$ cat src/sv/bdmrs_ram.sv
// Generic simple dual-port RAM with one write port and one registered read port.
// Used for the element store and the block sums. No dependencies.
module bdmrs_ram #(
	parameter int WIDTH = 30,
	parameter int DEPTH = 64,
	localparam int AW = (DEPTH > 1) ? $clog2(DEPTH) : 1
) (
	input  logic             clk,
	input  logic             we,
	input  logic [AW-1:0]    waddr,
	input  logic [WIDTH-1:0] wdata,
	input  logic [AW-1:0]    raddr,
	output logic [WIDTH-1:0] rdata
);

	logic [WIDTH-1:0] mem_q [DEPTH];
	logic [WIDTH-1:0] rdata_q;

	// Write port and registered read port.
	always_ff @(posedge clk) begin
		if (we) begin
			mem_q[waddr] <= wdata;
		end
		rdata_q <= mem_q[raddr];
	end

	assign rdata = rdata_q;

endmodule

$ cat config.mk
export PLATFORM = sky130hd
export DESIGN_NAME = bdmrs_ram
export DESIGN_NICKNAME = d
export VERILOG_FILES = /design/src/sv/bdmrs_ram.sv
export SDC_FILE = /design/constraint.sdc
export NUM_CORES = 2
export LEC_CHECK = 0
export BUFFER_PORTS_ARGS = -buffer_cell sky130_fd_sc_hd__buf_2
export CAP_MARGIN = 20
export CORE_MARGIN = 3
export CORE_UTILIZATION = 49
export CTS_BUF_LIST = sky130_fd_sc_hd__clkbuf_16
export CTS_CLUSTER_SIZE = 12
export DETAILED_ROUTE_END_ITERATION = 10
export HOLD_SLACK_MARGIN = 0.08
export RECOVER_POWER = 25
export SYNTH_ARGS = -nofsm -noshare
export SYNTH_HDL_FRONTEND = slang
export SYNTH_SLANG_ARGS = --single-unit
$ cat constraint.sdc
create_clock -name clk -period 5.4 [get_ports clk]
set_input_delay 1.08 -clock clk [delete_from_list [all_inputs] [get_ports clk]]
set_output_delay 1.08 -clock clk [all_outputs]
set_load 0.01 [all_outputs]
==> impl_metrics.toml <==
[sta]
fin_setup_tns_ns = 0
hold_viol = 0
slew_violations = 803
setup_viol = 0
max_freq_ghz = 0.2803
slew_headroom = -0.7708
finalCritPeriodShare = 0.6607
finalClockSkew_ns = 0.02487
rsz0062_at_grt = "no"
worstMarginPinSlew_ns = 2.656
period_minus_slack_ns = 3.568

[cts]
cts_sinks = 1950
clockRootBuffer = "clkbuf_16"
cts_buffer_depth = 3
worstSkewPairLatency_ns = 0.80
ctsHoldBuffers = 0
cts_resized = 0
cts_made_buffers = 193
htreeDepth = 4
cts_tree = "yes"
clk_pin_slew_ns = 0.06
postCtsSetupBuffers = 0

[pwr]
vdd_drop_max_mv = 0.3287
p_sw_w = 0.006346
p_comb_frac = 0.050
power.leakage_nw = 26.56
switching_share = 0.2098
fin_total_pwr_w = 0.03025
intPower_w = 0.02390
power_density_nw_per_um2 = 362.8
clock_power_share = 0.394
seqPwrFrac = 0.557

[worst_setup_path]
worst-endpoint-required_ns = 6.01
worst_setup_path_end_kind = "register"
r2r_slack_ns = 3.00
worstSetupPathType = "input port to register"
cp-endpoint = "rdata[14]$_DFF_P_"
crit_path_max_fanout = 61
reg2reg_from = "mem_q[19][14]$_DFFE_PP_"
startpoint = "raddr[1]"
crit_arrival_ns = 4.18
cp-start-kind = "input port"
r2r_cells = 4
r2r-end = "rdata[14]$_DFF_P_"

[synthesis]
synth-seq-cells = 1950
syn_nets = 3353
syn_inst = 3309
mappedNetlistArea_um2 = 73970
yosys_warnings = 0
yosysSeqAreaShare = 0.7876
syn_avg_cell_area_um2 = 22.35
synth.distinct_cells = 38

[outcome]
violations = "capacitance limit, slew limit"
status = "finished, violations left"

[grt]
grt_pass1_vias = 36490
globalRoute.totalOverflow = 0
gr-usage-all-layers = 0.2364
grt_pass1_wl_um = 264000
grt_max_degree = 68
antenna_found_initial = 17

[hold_path]
worstHoldPathType = "input port to register"

[floorplanning]
die_height_um = 394.5
num_io_pins = 74
die_area_um2 = 155700
start_util = 0.4968
rows = 141
core_area_um2 = 148900
fp.dieW_um = 394.5

[routing]
detail_route.wl_per_cell_um = 32.07
first_iter_violations = 4217
drc = 0
vias_per_cell = 6.191
ant_nets = 0
vias = 35310
routed_wirelength_um = 183000
dr.pass1.iters = 6

[job]
drv_cap = 17

[placed_design]
gp_congestion = 0.8433
place_inst = 5353
place.port_buffers = 73
dp_hpwl_um = 108000

[final_layout]
area_growth_pct = 12.73
final.fill_count = 11030
drive_gt1_frac = 0.2470
finalNonFillerCells = 5704
final_nets = 3606
seq_area_um2 = 58260
multi_input_area_um2 = 15260
kinds of logic (layout without fill, tap and decap cells):
kind of cell / after synthesis / after routing / synth area share
flops: 1950 / 1950 / 0.7876
mux: 636 / 636 / 0.1551
simple gates: 281 / 281 / 0.01856
compound gates: 258 / 258 / 0.02568
other cells: 0 / 2 / 0
buf+inv: 184 / 575 / 0.01311
sequential cells by signal, indices dropped and copies added (netlist names):
signal	cells
mem_q	1920
rdata	30
Yosys cell counts:
cell type | instances | share of area
edfxtp_1 | 1920 | 0.78
a21o_1 | 3 | 0.00030
o311ai_1 | 6 | 0.00071
nand4_1 | 23 | 0.0019
o21ai_0 | 27 | 0.0018
buf_6 | 11 | 0.0017
a221oi_1 | 3 | 0.00036
nor2_1 | 119 | 0.0060
nand2b_1 | 8 | 0.00068
clkbuf_1 | 80 | 0.0041
nand3b_1 | 6 | 0.00061
nor2_2 | 1 | 0.000085
buf_2 | 49 | 0.0033
o41ai_1 | 3 | 0.00036
nand3_1 | 27 | 0.0018
mux4_2 | 408 | 0.12
o22ai_1 | 42 | 0.0036
nor3_1 | 4 | 0.00027
nor4_1 | 8 | 0.00068
inv_1 | 1 | 0.000051
or3_1 | 3 | 0.00025
or4_1 | 3 | 0.00030
o22a_1 | 6 | 0.00071
dfxtp_1 | 30 | 0.0081
buf_4 | 36 | 0.0037
buf_1 | 7 | 0.00036
o221ai_1 | 12 | 0.0014
a311oi_1 | 21 | 0.0025
or3b_2 | 5 | 0.00059
a21oi_1 | 3 | 0.00020
and3_1 | 4 | 0.00034
a22oi_1 | 111 | 0.011
nor2b_1 | 36 | 0.0030
and2_1 | 3 | 0.00025
nand4b_1 | 1 | 0.00012
mux2i_1 | 228 | 0.031
nand2_1 | 30 | 0.0015
a22o_1 | 21 | 0.0025
critical path: stages:
cell     delay (ns)
buf_8          0.50
buf_4          0.65
or3_1          0.54
o22ai_1        0.13
nor2_1         0.17
o21ai_0        0.19
o21ai_0        0.79
cell type report:
| type | instances | share of cell area |
|---|---|---|
| antenna | 2 | 0.00006002 |
| clock buffer | 197 | 0.05912 |
| clock inverter | 136 | 0.007338 |
| inverter | 1 | 0.00004502 |
| multi-input combinational | 1175 | 0.1830 |
| sequential | 1950 | 0.6986 |
| tap | 2002 | 0.03004 |
| timing repair buffer | 241 | 0.02174 |
through the flow:
stage	worst slack (ns)	area, um^2	hold WS [ns]	util
after floorplan	1.301	73970	0.6890	-
after global placement	0.7404	77700	0.7496	0.5218
after detailed placement	1.113	77800	0.7439	0.5225
after CTS	1.988	83340	0.7484	0.5597
after global routing	1.832	83380	0.6310	0.5600
final	1.832	83380	0.6506	0.5600
cell usage in the layout (no fill, tap or decap), drive strengths merged, types with 12 or more instances in the layout:
cell | Yosys | routed
a22o | 21 | 21
a22oi | 111 | 111
a311oi | 21 | 21
buf | 103 | 207
clkbuf | 80 | 231
clkinv | 0 | 42
dfxtp | 30 | 30
edfxtp | 1920 | 1920
inv | 1 | 93
mux2i | 228 | 228
mux4 | 408 | 408
nand2 | 30 | 30
nand3 | 27 | 27
nand4 | 23 | 23
nor2 | 120 | 120
nor2b | 36 | 36
o21ai | 27 | 27
o221ai | 12 | 12
o22ai | 42 | 42
power groups by stage:
stage                     logic (W)  clock network, W  registers (W)
after detailed placement    0.00151                 0         0.0171
after global placement      0.00147                 0         0.0171
after CTS                   0.00151            0.0121         0.0168
after floorplan            0.000796                 0         0.0171
final                       0.00150            0.0119         0.0168
after global routing        0.00160            0.0127         0.0168
worst min-delay path by stage:
stage,from,endpoint,slack [ns],depth (start not counted)
after detailed placement,mem_q[24][13]$_DFFE_PP_,rdata[13]$_DFF_P_,0.74,4
after global routing,wdata[20],mem_q[8][20]$_DFFE_PP_,0.63,1
after CTS,wdata[7],mem_q[4][7]$_DFFE_PP_,0.75,1
after global placement,mem_q[24][13]$_DFFE_PP_,rdata[13]$_DFF_P_,0.75,4
final,wdata[20],mem_q[8][20]$_DFFE_PP_,0.65,1
after floorplan,mem_q[28][0]$_DFFE_PP_,rdata[0]$_DFF_P_,0.69,4
layer usage:
metal / vias up / global-route usage / wire (um)
li1: 14540 / - / -
met3: 269 / 0.05496 / 16420
met2: 1537 / 0.3753 / 88400
met1: 18960 / 0.3349 / 74140
met5: - / 0 / 49
met4: 8 / 0.06025 / 3939
No activity file was read; power rests on OpenSTA's default activity.
