==> config.mk <==
export PLATFORM = sky130hd
export DESIGN_NAME = bdmrs_modadd
export DESIGN_NICKNAME = d
export VERILOG_FILES = /design/src/sv/bdmrs_pkg.sv /design/src/sv/bdmrs_modadd.sv
export SDC_FILE = /design/constraint.sdc
export NUM_CORES = 1
export LEC_CHECK = 0
export ABC_AREA = 0
export ABC_CLOCK_PERIOD_IN_PS = 4800
export BUFFER_PORTS_ARGS = -buffer_cell sky130_fd_sc_hd__buf_2
export CAP_MARGIN = 20
export CORE_MARGIN = 8
export CORE_UTILIZATION = 35
export DETAILED_ROUTE_END_ITERATION = 8
export SYNTH_ARGS = -nofsm -noshare
export SYNTH_HDL_FRONTEND = slang
export SYNTH_SLANG_ARGS = --single-unit
==> constraint.sdc <==
create_clock -name vclk -period 4.8
set_clock_uncertainty 0.05 [all_clocks]
set_input_delay 0.96 -clock vclk [all_inputs]
set_output_delay 0.96 -clock vclk [all_outputs]
set_load 0.03 [all_outputs]
==> src/sv/bdmrs_pkg.sv <==
// Package for the block-decomposed modular range-sum unit.
// Holds the modulus, field widths, request and register codes and the sequencer state type.
// No dependencies.
package bdmrs_pkg;

	// Modulus of all residues.
	localparam logic [29:0] RESIDUE_MOD = 30'd998244353;

	// Fixed field widths.
	localparam int VAL_W  = 30;
	localparam int IDX_W  = 12;
	localparam int KIND_W = 2;

	// Request codes carried on s_tuser.
	localparam logic [KIND_W-1:0] REQ_POINT_ADD = 2'd0;
	localparam logic [KIND_W-1:0] REQ_RANGE_ADD = 2'd1;
	localparam logic [KIND_W-1:0] REQ_QUERY     = 2'd2;

	// Configuration register map.
	localparam logic [2:0]       ADDR_ACTIVE_SIZE  = 3'd0;
	localparam logic [IDX_W-1:0] ACTIVE_SIZE_RESET = 12'd4095;

	// Sequencer states.
	typedef enum logic [3:0] {
		ST_CLEAR,
		ST_IDLE,
		ST_DIV,
		ST_ADD_RD,
		ST_ADD_WE,
		ST_ADD_WB,
		ST_MARK2,
		ST_WALK,
		ST_FINISH
	} state_t;

endpackage

==> src/sv/bdmrs_modadd.sv <==
// Shared modular adder: one wide add followed by one compare and subtract.
// Depends on bdmrs_pkg for the modulus.
module bdmrs_modadd
	import bdmrs_pkg::*;
(
	input  logic [VAL_W-1:0] a,
	input  logic [VAL_W-1:0] b,
	output logic [VAL_W-1:0] y
);

	logic [VAL_W:0] sum;

	// The sum of the operands stays below twice the modulus, so one correction suffices.
	always_comb begin
		sum = {1'b0, a} + {1'b0, b};
		if (sum >= {1'b0, RESIDUE_MOD}) begin
			y = VAL_W'(sum - {1'b0, RESIDUE_MOD});
		end else begin
			y = sum[VAL_W-1:0];
		end
	end

endmodule

==> results of run 1 <==
[routing by layer]
layer | share of wire [%] | vias up | global-route usage (%)
met3 | 3.9 | 16 | 1.283
met4 | 1.8 | 0 | 3.115
met2 | 51 | 98 | 39.60
li1 | - | 1883 | -
met5 | 0 | - | 0
met1 | 43 | 1762 | 24.58
[kinds of logic (layout without fill, tap and decap cells)]
family,Yosys count,in the layout,share of synthesized area (%)
XOR/XNOR,50,50,16.53
AND/OR/NAND/NOR,144,144,29.79
buffers and inverters,24,258,4.910
adder cells (fa/ha/maj),33,33,15.86
AO/OA/AOI/OAI,124,124,32.91
[power by group through the flow]
stage	clock network (uW)	logic (uW)	registers, uW
after floorplan	0	687	0
after global placement	0	1010	0
after detailed placement	0	1030	0
after CTS	0	1230	0
after global routing	0	1350	0
final	0	1280	0
[critical path, cell delays in order]
cell and delay, ps:
buf_8 80, ha_4 130, inv_2 40, fa_2 390
nor2b_4 170, buf_4 170, o2111ai_2 160, a21oi_1 240
o21a_1 180, o221ai_1 180, nor4_4 340, nand4b_1 210
or4_4 520, a21o_1 200, nand4_1 200, xor2_4 160
buf_6 150
[area by class of cell]
type	instances	area, um2	area share (%)
Inverter	7	26.28	0.4760
Multi-Input combinational cell	351	3407	61.72
Tap cell	99	123.9	2.244
Timing Repair Buffer	251	1963	35.56
[cells in the final DEF (no fill, tap or decap), drive strengths merged, types with 8 or more instances in the layout]
cell type,count
and2,8
xor2,17
nand4,12
a21oi,34
buf,251
nor2,22
xnor2,33
nor3,8
nand2,31
ha,32
a21o,10
o21ai,27
nand3,22
[worst paths after layout]
| kind | start | endpoint | slack, ps | cells past startpoint |
|---|---|---|---|---|
| max | b[0] | y[29] | -680 | 17 |
| min | b[0] | y[0] | 2470 | 5 |
[what timing repair did]
action,CTS,global route
pin swaps,17,34
cloned,3,0
endpoints found under the hold margin,0,0
gates resized for setup,89,22
endpoints found under the setup margin,30,30
buffers inserted,25,11
[stage by stage]
stage	std cells	worst slack (ps)	hold WS [ps]	total power [uW]	TNS [ps]
2_1_floorplan	375	-333.2	2263	686.7	-7763
3_3_place_gp	673	-635.9	2512	1013	-15210
3_5_place_dp	673	-698.6	2533	1025	-17130
4_1_cts	700	-594.4	2453	1229	-15070
5_1_grt	708	-822.3	2504	1351	-21220
6_report	708	-683.5	2473	1281	-17120
==> impl_results.md, run 1 <==
* Outcome: finished, violations left
* Violations in the final reports: setup timing
* GRT overflow at 0
* Cell taking the most area after synthesis: ha_1
* Critical path class: input pin to output pin
* Net Sw Frac at 49.74%
* Count of endpoints failing setup in the final report at 30
* Diode insertion count for antenna repair at 0
* Remaining antenna violation count after routing at 0
* Area of the core region at 7292 um2
* Pin count of the biggest net entering global routing at 11
* Clock Power Share at 0%
* CP required at 3790 ps
* Layout cells sized above 1 at 56.81%
* Commonest cells in the synthesized netlist: a21oi_1 (34), xnor2_1 (33), ha_1 (32), nand2_1 (31), o21ai_0 (24)
* DP Area at 4785 um2
* Net count of the finished layout at 704
* Max-cap check violation count at 0
* Total die area at 10610 um2
* Sequential cell count of the final layout at 0
* Number of rows created at floorplan at 31
* Library cell with the highest instance count after synthesis: a21oi_1
* Boundary pin count at 90
* Hold Fails Final Rpt at 0
* Area share of the largest cell type after synthesis at 15.11%
* Fillcell total at 535
* Fraction of the yosys area taken by sequential cells at 0%
* Number of instances in the synthesized netlist at 375
* Relative slew slack at 67.61%
* RD Place Congestion at 0.9264
* Achievable clock frequency at 182.4 MHz
* Effective utilization at floorplan at 36.34%
* Detailed Routing Iterations Pass 1 at 4
* Width of the die at 103.0 um
* Time the worst path needs with I/O delays and setup at 5484 ps
* Finished layout cell area at 5520 um2
* First-pass GRT wire length at 18.02 mm
* Share of power burned in combinational logic at 100.0%
* Routed length per instance at 16.35 um
* Worst setup SP type: input pin
* Number of antenna violations at the first check in global routing at 0
* Net switching component of the power at 637.4 uW
* Worst Slack Setup Final at -683.5 ps
* Vias per std cell at 5.309
* Die extent in y at 103.0 um
* Net count of the mapped netlist at 468
* Tightest Pin Transition at 480.7 ps
* Count of vias placed by the detailed router at 3759
* Synth warnings at 0
* Top cells by area in the synthesized netlist: ha_1 (15%), xnor2_1 (11%), a21oi_1 (6.4%)
* Unrepaired setup endpoints after global routing: yes
* Post-Syn Area per Cell at 7.067 um2
* Overall fraction of global-route tracks in use at 20.61%
* Hold Buf Count CTS at 0
* Detailed-route DRC error count at 0
* Sequential cell area at 0 um2
* DR iter-0 viols at 132
* Leakage power summed over all cells at 0.002473 uW
* Crit path DAT at 4470 ps
* Core utilization of the finished layout at 75.70%
* Total internal power at 643.9 uW
* Capturing element type of the critical path: output pin
* Worst vdd rail ir drop at 0.08293 mV
* Hold Path Class: input pin to output pin
* Cell area after synthesis at 2650 um2
* Library cells used by synthesis at 63
* Via count of the first global-routing pass at 3888
* Layout-stage area growth over the synthesis result at 108.3%
* Number of clock buffers in the layout at 0
* Proportion of power drawn by flip-flops and latches at 0%
* Number of buffer cells added on primary ports at 90
* Post-DP HPWL at 8.520 mm
* Largest fanout on the critical path at 6
* Wirelength, routed at 11.58 mm
* Period utilisation layout at 114.2%
* P per Cell Area at 232.1 nW/um2
* Slew Limit Fails at 0
(Power assumes the default switching activity.)
==> inputs of run 2 (changes only) <==
--- a/config.mk
+++ b/config.mk
@@ -7,11 +7,14 @@
 export LEC_CHECK = 0
 export ABC_AREA = 0
 export ABC_CLOCK_PERIOD_IN_PS = 4800
-export BUFFER_PORTS_ARGS = -buffer_cell sky130_fd_sc_hd__buf_2
+export BUFFER_PORTS_ARGS = -buffer_cell sky130_fd_sc_hd__buf_4
 export CAP_MARGIN = 20
+export CELL_PAD_IN_SITES_DETAIL_PLACEMENT = 0
+export CELL_PAD_IN_SITES_GLOBAL_PLACEMENT = 1
 export CORE_MARGIN = 8
-export CORE_UTILIZATION = 35
+export CORE_UTILIZATION = 34
 export DETAILED_ROUTE_END_ITERATION = 8
+export PLACE_DENSITY_LB_ADDON = 0.1
 export SYNTH_ARGS = -nofsm -noshare
 export SYNTH_HDL_FRONTEND = slang
 export SYNTH_SLANG_ARGS = --single-unit
==> impl_results.md, run 2 (same netlist as run 1, synthesis figures left out) <==
* Outcome: finished, violations left
* Violations in the final reports: setup timing
* Hold Buf Count CTS at 0
* Slowest cell on the critical path: o311ai_4
* DR iter-0 viols at 134
* Critical path class: input pin to output pin
* Width of the die at 104.3 um
* Total internal power at 631.8 uW
* Unrepaired setup endpoints after global routing: yes
* Top library cells by usage in the layout, fill and taps aside: buf_4 (198), buf_6 (34), a21oi_1 (31), nand2_1 (27), ha_1 (27)
* Period utilisation layout at 116.3%
* Finished layout cell area at 5583 um2
* DP Area at 4994 um2
* Pin count of the biggest net entering global routing at 11
* Remaining antenna violation count after routing at 0
* Die extent in y at 104.3 um
* Number of buffers and inverters on the critical path at 5
* Leakage power summed over all cells at 0.002458 uW
* Uppermost metal layer occupied by signal nets: met4
* Net Sw Frac at 49.92%
* P per Cell Area at 226.0 nW/um2
* Hold Startpoint: a[0]
* Routed met3 length at 402 um
* Number of cells on the worst hold path at 5
* Number of rows created at floorplan at 32
* Core utilization of the finished layout at 73.00%
* Wirelength, routed at 11.21 mm
* Count of vias placed by the detailed router at 3718
* Vias per std cell at 5.334
* Largest fanout on the critical path at 8
* Number of clock buffers in the layout at 0
* Endpoint with the worst hold slack: y[0]
* Cell family with the largest share of critical-path delay: compound AO/OA/AOI/OAI gates
* Longest individual stage delay on the worst path at 430 ps
* Final hold slack at 2463 ps
* Diode insertion count for antenna repair at 0
* Net count of the finished layout at 690
* Total negative slack for setup checks at -19220 ps
* Capturing element type of the critical path: output pin
* Clock Power Share at 0%
* Via count of the first global-routing pass at 3819
* Routed length per instance at 16.09 um
* Area of the core region at 7647 um2
* Worst Slack Setup Final at -780.0 ps
* Slew Limit Fails at 0
* Cell Chain, Critical Path: buf_8 -> ha_4 -> inv_2 -> fa_2 -> nor2b_4 -> o211ai_4 -> a211oi_4 -> o31a_1 -> o21ai_2 -> nor4b_4 -> nor3_2 -> or3b_4 -> o311ai_4 -> buf_6 -> buf_16 -> nand2_1 -> xnor2_4 -> buf_4
* Number of antenna violations at the first check in global routing at 0
* Crit path DAT at 4570 ps
* Share of power burned in combinational logic at 100.0%
* Relative slew slack at 64.00%
* Setup slack after placement at -756.7 ps
* Sequential cell count of the final layout at 0
* Layout cells sized above 1 at 55.13%
* Hold Fails Final Rpt at 0
* Post-DP HPWL at 8.675 mm
* Worst setup SP type: input pin
* Max-cap check violation count at 0
* Sequential cell area at 0 um2
* Net switching component of the power at 629.7 uW
* Achievable clock frequency at 179.2 MHz
* Hold Path Class: input pin to output pin
* Footprint of the multi-input gates at 3455 um2
* GRT overflow at 0
* CP required at 3790 ps
* Worst vdd rail ir drop at 0.08899 mV
* First-pass GRT wire length at 18.30 mm
* Detailed Routing Iterations Pass 1 at 4
* RD Place Congestion at 0.9402
* Effective utilization at floorplan at 34.65%
* Total met2 wirelength after detailed routing at 5.534 mm
* Detailed-route DRC error count at 0
* Number of buffer cells added on primary ports at 90
* Fillcell total at 561
* Count of endpoints failing setup in the final report at 30
* Total die area at 10880 um2
* Tightest Pin Transition at 536.1 ps
* Time the worst path needs with I/O delays and setup at 5580 ps
* Boundary pin count at 90
* Layout-stage area growth over the synthesis result at 110.7%
* Proportion of power drawn by flip-flops and latches at 0%
* Overall fraction of global-route tracks in use at 19.16%
* Met1 wire length at 5.156 mm
* Most common library cell in the layout ignoring fill and taps: buf_4
run 2: cell types whose count changed in the layout (fill, tap and decap cells not counted), moves of 2 or more:
cell / delta
buf_12: -2
nand2_8: +2
buf_4: +47
buf_2: -58
nand2_4: -2
run 2: power groups by stage:
stage | Clock, uW | Sequential (uW) | Combinational, uW
floorplan | 0 | 0 | 687
global placement | 0 | 0 | 1060
finish | 0 | 0 | 1260
detailed placement | 0 | 0 | 1080
CTS | 0 | 0 | 1220
global route | 0 | 0 | 1340
run 2: area by class of cell:
type / count / share of cell area, %
multi-input cells: 351 / 61.88
repair buffers: 237 / 35.37
inverters: 7 / 0.4706
well taps: 102 / 2.286
run 2: how the worst max path moves through the flow:
stage                     cells past startpoint  start  slack (ps)    end
after floorplan                              16   a[0]        -330   y[9]
after global placement                       17   a[0]        -690  y[29]
after detailed placement                     17   a[0]        -760  y[29]
after CTS                                    18   b[0]        -560  y[13]
after global routing                         18   b[0]        -900  y[27]
final                                        18   b[0]        -780  y[27]
run 2: what timing repair did:
action | in CTS | in global routing
gates resized for setup | 65 | 14
buffers inserted | 12 | 9
gates cloned | 3 | 0
endpoints found under the setup margin | 30 | 30
pin swaps | 20 | 21
run 2: per-layer routing:
layer / up-vias / global-route usage, %
met2: 87 / 34.74
met4: 0 / 1.861
met1: 1747 / 24.31
met3: 12 / 1.983
met5: - / 0
li1: 1872 / -
run 2: worst min-delay path: cells and delay by family:
kind	cells	cell delay, ps
xor+xnor	1	160
buf+inv	3	310
fa+ha+maj	1	120
run 2: per-stage QoR:
step / instances / total power, uW
after global placement: 675 / 1063
after global routing: 697 / 1335
final: 697 / 1261
after floorplan: 375 / 686.7
after detailed placement: 675 / 1076
after CTS: 690 / 1221
==> inputs of run 3 (changes only) <==
--- a/config.mk
+++ b/config.mk
@@ -7,13 +7,13 @@
 export LEC_CHECK = 0
 export ABC_AREA = 0
 export ABC_CLOCK_PERIOD_IN_PS = 4800
-export BUFFER_PORTS_ARGS = -buffer_cell sky130_fd_sc_hd__buf_4
 export CAP_MARGIN = 20
 export CELL_PAD_IN_SITES_DETAIL_PLACEMENT = 0
 export CELL_PAD_IN_SITES_GLOBAL_PLACEMENT = 1
 export CORE_MARGIN = 8
-export CORE_UTILIZATION = 34
+export CORE_UTILIZATION = 43
 export DETAILED_ROUTE_END_ITERATION = 8
+export DONT_BUFFER_PORTS = 1
 export PLACE_DENSITY_LB_ADDON = 0.1
 export SYNTH_ARGS = -nofsm -noshare
 export SYNTH_HDL_FRONTEND = slang
==> impl_results.md, run 3 (same netlist as run 1, synthesis figures left out) <==
* Total die area at 8931 um2
* Wirelength, routed at 10.32 mm
* Number of antenna violations at the first check in global routing at 0
* Routed length per instance at 18.00 um
* Remaining antenna violation count after routing at 0
* Worst setup SP type: input pin
* Top library cells by usage in the layout, fill and taps aside: buf_4 (127), a21oi_1 (31), nand2_1 (27), ha_1 (27), o21ai_0 (22)
* Slew Limit Fails at 0
* Sequential cell count of the final layout at 0
* GRT overflow at 0
* Most common library cell in the layout ignoring fill and taps: buf_4
* Unrepaired setup endpoints after global routing: yes
* P per Cell Area at 229.0 nW/um2
* Critical path class: input pin to output pin
* Largest fanout on the critical path at 7
* Number of clock buffers in the layout at 0
* Die extent in y at 94.51 um
* CP required at 3790 ps
* Overall fraction of global-route tracks in use at 20.83%
* Vias per std cell at 5.981
* Width of the die at 94.51 um
* Leakage power summed over all cells at 0.001950 uW
* Count of endpoints failing setup in the final report at 30
* Diode insertion count for antenna repair at 0
* Tightest Pin Transition at 529.5 ps
* Worst Slack Setup Final at -534.3 ps
* Detailed-route DRC error count at 0
* Area of the core region at 5956 um2
* Fillcell total at 406
* Effective utilization at floorplan at 44.50%
* Layout cells sized above 1 at 47.39%
* Net count of the finished layout at 593
* Post-layout power at 1071 uW
* Boundary pin count at 90
* First-pass GRT wire length at 15.74 mm
* Hold Fails Final Rpt at 0
* Outcome: finished, violations left
* Pin count of the biggest net entering global routing at 15
* RD Place Congestion at 0.9311
* Worst vdd rail ir drop at 0.2133 mV
* Relative slew slack at 64.45%
* Post-DP HPWL at 8.124 mm
* Period utilisation layout at 111.1%
* Max-cap check violation count at 0
* Capturing element type of the critical path: output pin
* Via count of the first global-routing pass at 3460
* Layout-stage area growth over the synthesis result at 76.49%
* Achievable clock frequency at 187.5 MHz
* Detailed Routing Iterations Pass 1 at 4
* Sequential cell area at 0 um2
* Crit path DAT at 4320 ps
* Number of buffer cells added on primary ports at 0
* Total negative slack for setup checks at -12580 ps
* Count of vias placed by the detailed router at 3427
* Hold Path Class: input pin to output pin
* Time the worst path needs with I/O delays and setup at 5334 ps
* DR iter-0 viols at 138
* Hold Buf Count CTS at 0
* Number of rows created at floorplan at 28
* Final hold slack at 2295 ps
* Violations in the final reports: setup timing
[run 3: area by class of cell]
cell class	count	area [um2]	share of cell area (%)
tap	75	93.84	2.006
multi-input combinational	351	3412	72.95
inverter	7	26.28	0.5618
timing repair buffer	140	1145	24.48
[run 3: metal layers]
| metal | up-vias | wire length [um] | global-route usage [%] |
|---|---|---|---|
| met5 | - | 0 | 0 |
| met4 | 0 | 176 | 1.951 |
| met3 | 14 | 655 | 1.429 |
| met2 | 126 | 5140 | 38.18 |
| met1 | 1626 | 4343 | 26.72 |
| li1 | 1661 | - | - |
[run 3: what timing repair did]
action                                  CTS  global route
setup buffers                             5             5
gates resized for setup                  22            29
pin swaps                                17            26
endpoints found under the setup margin   30            30
gates cloned                              2             0
[run 3: through the flow]
stage	util, %	area [um2]	worst slack [ps]	instances
floorplan	-	3354	-333.2	375
global placement	72.31	4307	-535.5	561
detailed placement	72.31	4307	-589.8	561
CTS	75.53	4498	-477.3	568
global route	78.53	4677	-684.5	573
finish	78.53	4677	-534.3	573
[run 3: power by group]
part	switching (uW)	internal (uW)	total, uW
clock network	0	0	0
registers	0	0	0
logic	582	489	1070
[run 3: worst paths after layout]
check | start | to | slack, ps | cells after the start
worst max-delay path | a[0] | y[28] | -530 | 20
worst min-delay path | b[0] | y[1] | 2290 | 4
[run 3: worst max-delay path: stages]
cell and delay (ps):
ha_4 140, inv_2 50, fa_2 220, nor2b_4 70
o211ai_4 240, a211oi_4 100, buf_4 150, buf_6 110
or3_1 340, o311a_1 350, nor4_4 160, buf_4 150
nand4_1 130, a21oi_2 220, o311ai_4 150, buf_6 180
buf_16 140, o211ai_1 160, xnor2_2 170, buf_6 150
